--- src/sv/wavegen_pkg.sv ---
// Shared types, codes and constants of the periodic waveform generator.
// Holds the controller/datapath command and status structs and the
// elaboration-time sine table arithmetic. No dependencies.
`timescale 1ns / 1ps
`default_nettype none

package wavegen_pkg;

   // Waveform mode codes; codes above triangle behave as triangle
   localparam logic [2:0] MODE_SINE    = 3'd0;
   localparam logic [2:0] MODE_COSINE  = 3'd1;
   localparam logic [2:0] MODE_SQUARE  = 3'd2;
   localparam logic [2:0] MODE_RISE    = 3'd3;
   localparam logic [2:0] MODE_FALL    = 3'd4;
   localparam logic [2:0] MODE_TRIANGLE = 3'd5;

   // Register indexes of the configuration port
   localparam int CSR_INDEX_W = 2;
   localparam logic [CSR_INDEX_W-1:0] CSR_WAVE_MODE     = 2'd0;
   localparam logic [CSR_INDEX_W-1:0] CSR_PERIOD        = 2'd1;
   localparam logic [CSR_INDEX_W-1:0] CSR_CHANNEL_COUNT = 2'd2;

   // Register reset values
   localparam int PERIOD_RESET = 100;
   localparam logic [2:0] MODE_RESET = MODE_SINE;
   localparam logic [1:0] CHANNEL_RESET = 2'd1;

   // Sample constants
   localparam int SAMPLE_W = 16;
   localparam int MAG_W    = 15;
   localparam logic [SAMPLE_W-1:0] SAMPLE_MIN = 16'h8000;
   localparam logic [SAMPLE_W-1:0] SAMPLE_MAX = 16'h7FFF;
   localparam logic [SAMPLE_W-1:0] RAMP_SPAN  = 16'hFFFF;
   localparam logic [MAG_W-1:0]    MAG_FULL   = 15'h7FFF;

   // pi in Q60
   localparam logic [63:0] PI_Q60 = 64'h3243F6A8885A308D;

   // Controller state, one-hot
   typedef enum logic [3:0] {
      ST_IDLE   = 4'b0001,
      ST_DIVIDE = 4'b0010,
      ST_LOOKUP = 4'b0100,
      ST_FORM   = 4'b1000
   } state_type;

   // Controller to datapath
   typedef struct packed {
      logic div_start;  // launch both dividers
      logic capture;    // register table magnitude and ramp product
      logic load;       // load output stage and advance the phase
   } ctrl_cmd_type;

   // Datapath to controller
   typedef struct packed {
      logic div_busy;
      logic out_busy;
   } dp_status_type;

   // 64-bit unsigned divide, elaboration only (table build)
   function automatic logic [63:0] udiv64(input logic [63:0] num, input logic [63:0] den);
      logic [64:0] rem;
      logic [63:0] quo;
      rem = '0;
      quo = '0;
      for (int i = 63; i >= 0; i--) begin
         rem = {rem[63:0], num[i]};
         if (rem >= {1'b0, den}) begin
            rem    = rem - {1'b0, den};
            quo[i] = 1'b1;
         end
      end
      return quo;
   endfunction

   // Q62 product
   function automatic logic [63:0] q62_mul(input logic [63:0] a, input logic [63:0] b);
      logic [127:0] pr;
      pr = {64'd0, a} * {64'd0, b};
      return pr[125:62];
   endfunction

   // sin(x) for x in [0, pi/2], Q62 in and out, Taylor series
   function automatic logic [63:0] q62_sin(input logic [63:0] x);
      logic [63:0] sum;
      logic [63:0] term;
      logic [63:0] x2;
      sum  = x;
      term = x;
      x2   = q62_mul(x, x);
      for (int n = 1; n < 24; n++) begin
         if (term != '0) begin
            term = udiv64(q62_mul(term, x2), 64'((2 * n) * (2 * n + 1)));
            if ((n % 2) == 1) begin
               sum = sum - term;
            end else begin
               sum = sum + term;
            end
         end
      end
      return sum;
   endfunction

   // trunc(32767*sin(2*pi*m/2^table_bits)) for m in [0, quarter]
   function automatic logic [MAG_W-1:0] quarter_mag(input int unsigned m, input int table_bits);
      logic [127:0] pr;
      logic [63:0]  x;
      logic [63:0]  v;
      int           sh;
      sh = table_bits - 3;
      if (m == 0) begin
         return '0;
      end
      if (m >= (32'd1 << (table_bits - 2))) begin
         return MAG_FULL;
      end
      pr = {64'd0, PI_Q60} * {96'd0, m};
      x  = 64'(pr >> sh);
      pr = {64'd0, q62_sin(x)} * 128'd32767;
      v  = 64'(pr >> 62);
      return (v > 64'd32767) ? MAG_FULL : v[MAG_W-1:0];
   endfunction

endpackage

`default_nettype wire

--- src/sv/wavegen_ctrl.sv ---
// Sequencing state machine of the waveform generator: accepts a request,
// runs the dividers, table lookup and output load. Uses wavegen_pkg.
`timescale 1ns / 1ps
`default_nettype none

module wavegen_ctrl (
   input  wire logic                       clock,
   input  wire logic                       reset,
   input  wire logic                       req_valid,
   input  wire logic                       req_frame_request,
   output logic                            req_ready,
   input  wire wavegen_pkg::dp_status_type status_i,
   output wavegen_pkg::ctrl_cmd_type       cmd_o
);

   import wavegen_pkg::*;

   state_type state_ff, state_in;

   // Next state and commands
   always_comb begin
      state_in = state_ff;
      cmd_o    = '0;
      unique case (state_ff)
         ST_IDLE: begin
            if (req_valid && req_frame_request) begin
               cmd_o.div_start = 1'b1;
               state_in        = ST_DIVIDE;
            end
         end
         ST_DIVIDE: begin
            if (!status_i.div_busy) begin
               state_in = ST_LOOKUP;
            end
         end
         ST_LOOKUP: begin
            cmd_o.capture = 1'b1;
            state_in      = ST_FORM;
         end
         ST_FORM: begin
            // hold until the output stage can take the new sample
            if (!status_i.out_busy) begin
               cmd_o.load = 1'b1;
               state_in   = ST_IDLE;
            end
         end
         default: begin
            state_in = ST_IDLE;
         end
      endcase
   end

   always_ff @(posedge clock) begin
      if (reset) begin
         state_ff <= ST_IDLE;
      end else begin
         state_ff <= state_in;
      end
   end

   // Requests with frame_request low are taken and dropped in idle
   assign req_ready = (state_ff == ST_IDLE);

endmodule

`default_nettype wire

--- config.mk ---
export PLATFORM = sky130hd
export DESIGN_NAME = wavegen_ctrl
export DESIGN_NICKNAME = d
export VERILOG_FILES = /design/src/sv/wavegen_pkg.sv /design/src/sv/wavegen_ctrl.sv
export SDC_FILE = /design/constraint.sdc
export NUM_CORES = 1
export LEC_CHECK = 0
export BUFFER_PORTS_ARGS = -buffer_cell sky130_fd_sc_hd__buf_4
export CORE_AREA = 2 2 39 41
export CTS_BUF_LIST = sky130_fd_sc_hd__clkbuf_2
export DETAILED_ROUTE_END_ITERATION = 10
export DIE_AREA = 0 0 41 43
export PLACE_DENSITY_LB_ADDON = 0.3
export SLEW_MARGIN = 20
export SYNTH_ARGS = -nofsm -noshare
export SYNTH_HDL_FRONTEND = slang
export SYNTH_SLANG_ARGS = --single-unit
--- constraint.sdc ---
create_clock -name clock -period 1.3 [get_ports clock]
set_clock_uncertainty 0.15 [all_clocks]
set_input_delay 0.26 -clock clock [delete_from_list [all_inputs] [get_ports clock]]
set_output_delay 0.26 -clock clock [all_outputs]
set_load 0.01 [all_outputs]
==> impl_metrics.tcl, run 1 <==
set metrics [dict create \
    criticalPathCategory "reg -> out" \
    clkSinkCount 4 \
    critPathMaxFanout 3 \
    cts_hold_buf 0 \
    ys_seq_elements 4 \
    port_buffers 9 \
    met2_usage 0.150 \
    hold_class "in -> reg" \
    path_clk_slew_ns 0.04 \
    worstRegToRegCells 4 \
    synth_cell_types 16 \
    gp_congestion 0.728 \
    dpl.hpwl_um 560 \
    netlist_area_sq_um 214 \
    finalHoldViolCount 0 \
    p_clk_frac 0.353 \
    synthCells 22 \
    diodes 0 \
    place_inst 56 \
    final_area_sq_um 440 \
    leakage_nw 0.193 \
    grt_usage 0.0965 \
    largest_register "state_ff" \
    synthArstFlopShare 0 \
    syn_to_final_growth_pct 106 \
    crit_required_ns 0.89 \
    grt_util_met3 0.0524 \
    antenna_found_initial 0 \
    violations "setup timing" \
    top_usage_layer "met2" \
    finalNonFillerCells 60 \
    fillers 156 \
    synthTopCellsByCount "dfxtp_1, a21oi_1, nor2_1, nor2b_1" \
    p_per_area_mw_per_mm2 688 \
    synth_flop_cell "dfxtp_1" \
    wl_per_cell_um 11.7 \
    cts_tree "done" \
    syn_nets 28 \
    dr_total_vias 262 \
    reg_top3 "state_ff x4" \
    synth_warnings 0 \
    cp.depth 4 \
    status "complete, but fails checks" \
    dpl-instance-area_sq_um 384 \
    nNetsFinal 52 \
    root_buffer "clkbuf_2" \
    overflow 0 \
    slowest_delay_ns 0.33 \
    die_y_um 43 \
    netSwitchingFraction 0.245 \
    drive_above_1_share 0.773 \
    slew_headroom 0.834 \
    largest_reg_flops 4 \
    synthTopCellsByArea "dfxtp_1, nor4b_4, nor2b_1" \
    clk_latency_ns 0.20 \
    placementRows 14 \
    cp-start-kind "flop" \
    worst-path-buf-inv 2 \
    rsz0062_at_grt "true" \
    cts_buffers 3 \
    slew_violations 0 \
    die_area_sq_mm 0.00176 \
    grt_max_degree 6 \
    switchingPower_mw 0.0744 \
    syn_avg_cell_area_sq_um 9.73 \
    ir_worst_vdd_v 0.000282 \
    cts_buffer_depth 2 \
    wirelength_um 702 \
    grtUsageMet1 0.103 \
    die_x_um 41 \
    vias_per_cell 4.37 \
    max_freq_mhz 650 \
    drtAntennaViolNets 0 \
    worstPathArrival_ns 1.13 \
    yosysSeqAreaShare 0.374 \
    htreeDepth 1 \
    fin_crit_ns 1.54 \
    critPathCaptureType "primary output" \
    start_util 0.155 \
    yosysTopAreaCell "dfxtp_1" \
    p_int_mw 0.229 \
    first_global_vias 269 \
    crit_family "simple AND/OR/NAND/NOR gates" \
    finalSetupViolations 6 \
    route.detailed.drc 0 \
    coreArea_sq_mm 0.00138 \
    cp_slowest_cell "dfxtp_2" \
    synth_top_area_share 0.374 \
    firstDrtPassIters 2 \
    pin_count 10 \
    hold_path_depth 2 \
    grt_pass1_wl_um 1100 \
    worst_slew_pin_slew_ns 0.248 \
    fin_ws_ns -0.239 \
    dr.first_iter.drc_count 2 \
    crit_chain "nor4b_4 > nand3_2 > inv_2 > buf_6" \
    min_period_over_period 1.18 \
    power_frac_seq 0.422 \
    synth_edf_count 0 \
    yosysMostFrequentCell "dfxtp_1" \
    p_comb_frac 0.225 \
    maxCapViolCount 0 \
]
## placed cells by master (no fill, tap or decap)
master,Yosys,routed
buf_4,0,17
clkbuf_2,0,3
dfxtp_2,0,3
nor4b_4,1,2
nor2_1,2,2
buf_6,0,2
nor2b_2,0,1
nor3b_2,0,1
nor2b_4,0,1
nand3_2,1,1
inv_2,0,1
and4b_1,1,1
a21oi_1,2,1
nor4_1,1,1
nand4b_1,1,1
a21oi_2,0,1
a211oi_1,1,1
o21ai_0,1,1
nand2_1,1,1
o22a_1,1,1
dfxtp_4,0,1
## power by group through the flow
stage          clock network [mW]  registers [mW]  logic, mW
2_1_floorplan                   0           0.134     0.0161
5_1_grt                     0.121           0.128     0.0732
4_1_cts                     0.113           0.128     0.0669
3_5_place_dp                    0           0.132     0.0582
3_3_place_gp                    0           0.132     0.0558
6_report                    0.107           0.128     0.0682
## worst reg2reg max path, cell delays in order (launching register included)
cell     delay [ns]
dfxtp_2        0.33
nor4b_4        0.31
nand3_2        0.13
buf_4          0.15
o22a_1         0.18
## layout make-up
cell class                 count  area (sq um)  area share
clock buffer                   3          15.0      0.0341
multi-input combinational     17           164       0.372
tap                           16          20.0      0.0455
sequential                     4          87.6       0.199
inverter                       1          3.75     0.00852
timing repair buffer          19           150       0.341
## final timing paths
path                                                from                       end  slack, ns
worst max register to register  state_ff[1]$_SDFFE_PP0P_  state_ff[0]$_SDFFE_PP1P_      -0.06
worst min register to register  state_ff[0]$_SDFFE_PP1P_  state_ff[3]$_SDFFE_PP0P_       0.39
worst min-delay path                               reset  state_ff[1]$_SDFFE_PP0P_       0.09
worst max-delay path            state_ff[1]$_SDFFE_PP0P_                  cmd_o[2]      -0.24
## routing by layer
| metal | vias up | part of all wire |
|---|---|---|
| met2 | 10 | 0.52 |
| met4 | 0 | 0 |
| met5 | - | 0 |
| met3 | 0 | 0.10 |
| li1 | 129 | - |
| met1 | 123 | 0.38 |
## metrics by stage
stage               power (mW)  setup WS (ns)  hold slack, ns   util  TNS, ns
global route             0.322         -0.323          0.0754  0.318    -1.39
floorplan                0.150        -0.0103           0.172      -  -0.0158
detailed placement       0.190         -0.135           0.295  0.278   -0.222
CTS                      0.308         -0.257          0.0722  0.314    -1.06
global placement         0.188        -0.0675           0.296  0.278  -0.0996
finish                   0.303         -0.239          0.0876  0.318   -0.942
## repair_timing
item / CTS / global route
setup buffers: 1 / 0
setup endpoints to repair: 5 / 6
pin swaps: 2 / 0
resized for setup: 7 / 2
## kinds of logic after synthesis
kind of cell | after synthesis | synth area share
buffers and inverters | 1 | 0.0175
DFF | 4 | 0.374
and+or+nand+nor | 12 | 0.462
AOI/OAI and AO/OA | 5 | 0.146
No activity file was read; power rests on OpenSTA's default activity.
==> run 2: changes to the inputs <==
CTS_BUF_LIST = sky130_fd_sc_hd__clkbuf_4   (was sky130_fd_sc_hd__clkbuf_2)
==> run 2 against run 1 <==
Compared with the run above: the run still ends with setup timing left; worst hold slack got worse by 0.021 ns; via count increased by 3.8%; clock power is 36% higher; die area stayed put; wire length grew 11%; first-iteration DRC count did not move; critical endpoint unchanged.
==> impl_metrics.tcl, run 2 (same netlist as run 1, synthesis figures left out) <==
set metrics [dict create \
    critical_path.startpoint "state_ff[1]$_SDFFE_PP0P_" \
    grt_pass1_wl_um 1150 \
    fin_util 0.322 \
    status "complete, but fails checks" \
    worst_slew_pin_slew_ns 0.252 \
    slew_violations 0 \
    reg_top3 "state_ff x4" \
    dr_total_vias 272 \
    firstDrtPassIters 4 \
    cts_buffers 3 \
    final_common_cell "buf_4" \
    met1Wirelength_um 284 \
    pin_count 10 \
    start_util 0.155 \
    ir_worst_vdd_v 0.000408 \
    r2r-end "state_ff[1]$_SDFFE_PP0P_" \
    clkSinkCount 4 \
    rr_startpoint "state_ff[1]$_SDFFE_PP0P_" \
    finalNonFillerCells 60 \
    total_power_mw 0.345 \
    wl_met3_um 77 \
    cts_tree "done" \
    route.detailed.drc 0 \
    dr.first_iter.drc_count 2 \
    critPathMaxFanout 3 \
    finalHoldViolCount 0 \
    first_global_vias 278 \
    vias_per_cell 4.53 \
    die_y_um 43 \
    nNetsFinal 52 \
    crit_required_ns 0.89 \
    place_ws_ns -0.135 \
    fillers 159 \
    root_buffer "clkbuf_4" \
    largest_reg_flops 4 \
    worstPathArrival_ns 1.15 \
    path_clk_slew_ns 0.03 \
    reg2reg_slack_ns -0.08 \
    critPathCaptureType "primary output" \
    place_inst 56 \
    maxCapViolCount 0 \
    routed.top_layer "met3" \
    cp-start-kind "flop" \
    drtAntennaViolNets 0 \
    finalSetupViolations 6 \
    wl_per_cell_um 13.0 \
    grt_max_degree 6 \
    worstRegToRegCells 5 \
    htreeDepth 1 \
    tns_ns -1.10 \
    clk_latency_ns 0.23 \
    wl_met2_um 415 \
    crit_end "cmd_o[2]" \
    cts_buffer_depth 2 \
    max_freq_mhz 640 \
    coreArea_sq_mm 0.00138 \
    gp_congestion 0.728 \
    violations "setup timing" \
    diodes 0 \
    port_buffers 9 \
    rsz0062_at_grt "true" \
    placementRows 14 \
    wirelength_um 777 \
    criticalPathCategory "reg -> out" \
    largest_register "state_ff" \
    leakage_nw 0.194 \
    die_area_sq_mm 0.00176 \
    slew_headroom 0.831 \
    syn_to_final_growth_pct 108 \
    fin_crit_ns 1.56 \
    p_per_area_mw_per_mm2 774 \
    grt_usage 0.103 \
    drive_above_1_share 0.773 \
    fin_ws_ns -0.263 \
    dpl.hpwl_um 560 \
    final_cell_mix "buf_4, dfxtp_2, clkbuf_4" \
    hold_class "in -> reg" \
    overflow 0 \
    die_x_um 41 \
    min_period_over_period 1.20 \
    antenna_found_initial 0 \
]
-- run 2: final cells by class --
| class | count | area, sq um | share of cell area |
|---|---|---|---|
| clock buffer | 3 | 22.5 | 0.0506 |
| sequential | 4 | 85.1 | 0.191 |
| timing repair buffer | 19 | 150 | 0.337 |
| inverter | 1 | 3.75 | 0.00843 |
| multi-input combinational | 17 | 164 | 0.368 |
| tap | 16 | 20.0 | 0.0449 |
-- run 2: per-stage QoR --
stage | instance area, sq um | hold slack (ns)
6_report | 445 | 0.0671
5_1_grt | 445 | 0.0690
4_1_cts | 442 | 0.0487
3_5_place_dp | 384 | 0.295
3_3_place_gp | 384 | 0.296
2_1_floorplan | 229 | 0.172
-- run 2: worst min path at each step --
stage                                     to  cells past startpoint   from
floorplan           state_ff[1]$_SDFFE_PP0P_                      1  reset
global placement    state_ff[1]$_SDFFE_PP0P_                      2  reset
detailed placement  state_ff[1]$_SDFFE_PP0P_                      2  reset
CTS                 state_ff[1]$_SDFFE_PP0P_                      2  reset
global route        state_ff[1]$_SDFFE_PP0P_                      2  reset
finish              state_ff[1]$_SDFFE_PP0P_                      2  reset
-- run 2: per-layer routing --
layer | global-route usage | vias to the layer above
met5 | 0 | -
met4 | 0.0600 | 0
met3 | 0.0524 | 0
met2 | 0.159 | 16
met1 | 0.103 | 127
li1 | - | 129
-- run 2: timing repair --
item / CTS / global route
resized for setup: 7 / 1
hold buffers: 0 / 0
setup endpoints to repair: 5 / 6
pin swaps: 2 / 0
cloned: 0 / 0
setup buffers: 1 / 0
-- run 2: where the power goes --
part | switching, mW | internal (mW)
clock | 0.0434 | 0.103
sequential | 0.00306 | 0.127
combinational | 0.0267 | 0.0419
total | 0.0732 | 0.272
-- run 2: worst max-delay path: stages (launching register included) --
cell and delay [ns]:
dfxtp_2 0.33, nor4b_4 0.31, nand3_2 0.13, inv_2 0.07, buf_6 0.09
==> run 3: changes to the inputs <==
==> constraint.sdc (replaced) <==
create_clock -name clock -period 1.3 [get_ports clock]
set_clock_uncertainty 0.15 [all_clocks]
set_input_delay 0.13 -clock clock [delete_from_list [all_inputs] [get_ports clock]]
set_output_delay 0.13 -clock clock [all_outputs]
set_load 0.01 [all_outputs]
==> run 3 against run 2 <==
Compared with the run above: the run still ends with setup timing left; total power shrank 2.5%; core utilization shrank 2.7 points; sequential share of layout area grew 1.5 points; global-route usage shrank 1.8 points; die area is the same; final cell count shrank 3.3%; flip-flop and latch count is the same; register-to-register slack is essentially flat; largest power group unchanged; worst hold slack lost 0.022 ns; critical path type unchanged; via count shrank 9.9%.
==> impl_metrics.tcl, run 3 (same netlist as run 1, synthesis figures left out) <==
set metrics [dict create \
    fin_ws_ns -0.129 \
    final_cell_mix "buf_4, clkbuf_4, dfxtp_2" \
    dpl.hpwl_um 458 \
    gp_congestion 0.653 \
    place_inst 53 \
    tns_ns -0.394 \
    critical_path.startpoint "state_ff[3]$_SDFFE_PP0P_" \
    violations "setup timing" \
    finalHoldViolCount 0 \
    syn_to_final_growth_pct 90.6 \
    route.detailed.drc 0 \
    ir_worst_vdd_v 0.000346 \
    slew_headroom 0.836 \
    final_common_cell "buf_4" \
    fin_crit_ns 1.43 \
    diodes 0 \
    cts_tree "done" \
    worstPathArrival_ns 1.15 \
    cts_buffers 3 \
    start_util 0.155 \
    finalSetupViolations 5 \
    finalNonFillerCells 58 \
    critPathMaxFanout 4 \
    fillers 153 \
    overflow 0 \
    min_period_over_period 1.10 \
    largest_reg_flops 4 \
    fin_util 0.295 \
    status "complete, but fails checks" \
    maxCapViolCount 0 \
    die_y_um 43 \
    port_buffers 9 \
    first_global_vias 247 \
    rr_startpoint "state_ff[3]$_SDFFE_PP0P_" \
    wl_met2_um 233 \
    slew_violations 0 \
    critPathCaptureType "primary output" \
    cts_buffer_depth 2 \
    wl_per_cell_um 10.3 \
    cp-start-kind "flop" \
    nNetsFinal 50 \
    criticalPathCategory "reg -> out" \
    firstDrtPassIters 2 \
    met1Wirelength_um 293 \
    die_area_sq_mm 0.00176 \
    drtAntennaViolNets 0 \
    placementRows 14 \
    drive_above_1_share 0.667 \
    vias_per_cell 4.22 \
    p_per_area_mw_per_mm2 825 \
    path_clk_slew_ns 0.04 \
    slowest_delay_ns 0.33 \
    routed.top_layer "met4" \
    die_x_um 41 \
    grt_pass1_wl_um 945 \
    dr.first_iter.drc_count 2 \
    multi_input_area_sq_um 144 \
    grt_max_degree 6 \
    clkSinkCount 4 \
    worst_slew_pin_slew_ns 0.245 \
    pin_count 10 \
    htreeDepth 1 \
    hp-start "status_i[1]" \
    final-seq-area_sq_um 83.8 \
    dr_total_vias 245 \
    crit_chain "nor4b_4 > nand3_2 > inv_2 > buf_6" \
    rsz0062_at_grt "true" \
    hold_class "in -> reg" \
    cp_slowest_cell "dfxtp_2" \
    antenna_found_initial 0 \
    reg_top3 "state_ff x4" \
    grt_usage 0.0842 \
    wl_met3_um 55 \
    root_buffer "clkbuf_4" \
    place_ws_ns -0.00382 \
    clk_latency_ns 0.23 \
    coreArea_sq_mm 0.00138 \
    crit_required_ns 1.02 \
    leakage_nw 0.182 \
    largest_register "state_ff" \
    wirelength_um 597 \
    max_freq_mhz 700 \
]
## run 3: path summary, 6_finish.rpt
check	cells past startpoint	end	slack [ns]
max	4	cmd_o[2]	-0.13
min	2	state_ff[2]$_SDFFE_PP0P_	0.04
max reg2reg	4	state_ff[0]$_SDFFE_PP1P_	-0.07
min reg2reg	2	state_ff[1]$_SDFFE_PP0P_	0.42
## run 3: final cells by class
type	instances	area share
Multi-Input combinational cell	17	0.353
Timing Repair Buffer	17	0.328
Sequential cell	4	0.206
Clock buffer	3	0.0552
Tap cell	16	0.0491
Inverter	1	0.00920
## run 3: timing repair
item / 4_1_cts / 5_1_grt
setup buffers: 1 / 0
pin swaps: 3 / 0
resized for setup: 8 / 0
hold buffers: 1 / 0
hold endpoints to repair: 2 / 0
setup endpoints to repair: 5 / 6
## run 3: power by group
group	total, mW	internal, mW	switching, mW	leakage, nW
sequential	0.131	0.127	0.00455	0.0332
combinational	0.0547	0.0340	0.0207	0.135
clock	0.150	0.103	0.0473	0.0138
## run 3: per-layer routing
metal  vias up  GRT usage
met4         0     0.0800
met2        12      0.106
met5         -          0
met3         2     0.0314
li1        124          -
met1       107      0.102
## run 3: stage by stage
stage	cell area [sq um]	power, mW	hold slack [ns]
2_1_floorplan	214	0.148	0.0491
3_3_place_gp	347	0.179	0.173
3_5_place_dp	347	0.179	0.173
4_1_cts	408	0.346	0.0381
5_1_grt	408	0.358	0.0422
6_report	408	0.336	0.0448
## run 3: critical path: cells and delay by family (launching register included)
family	cells	cell delay, ns
buffers and inverters	2	0.16
flip-flops	1	0.33
AND/OR/NAND/NOR	2	0.43
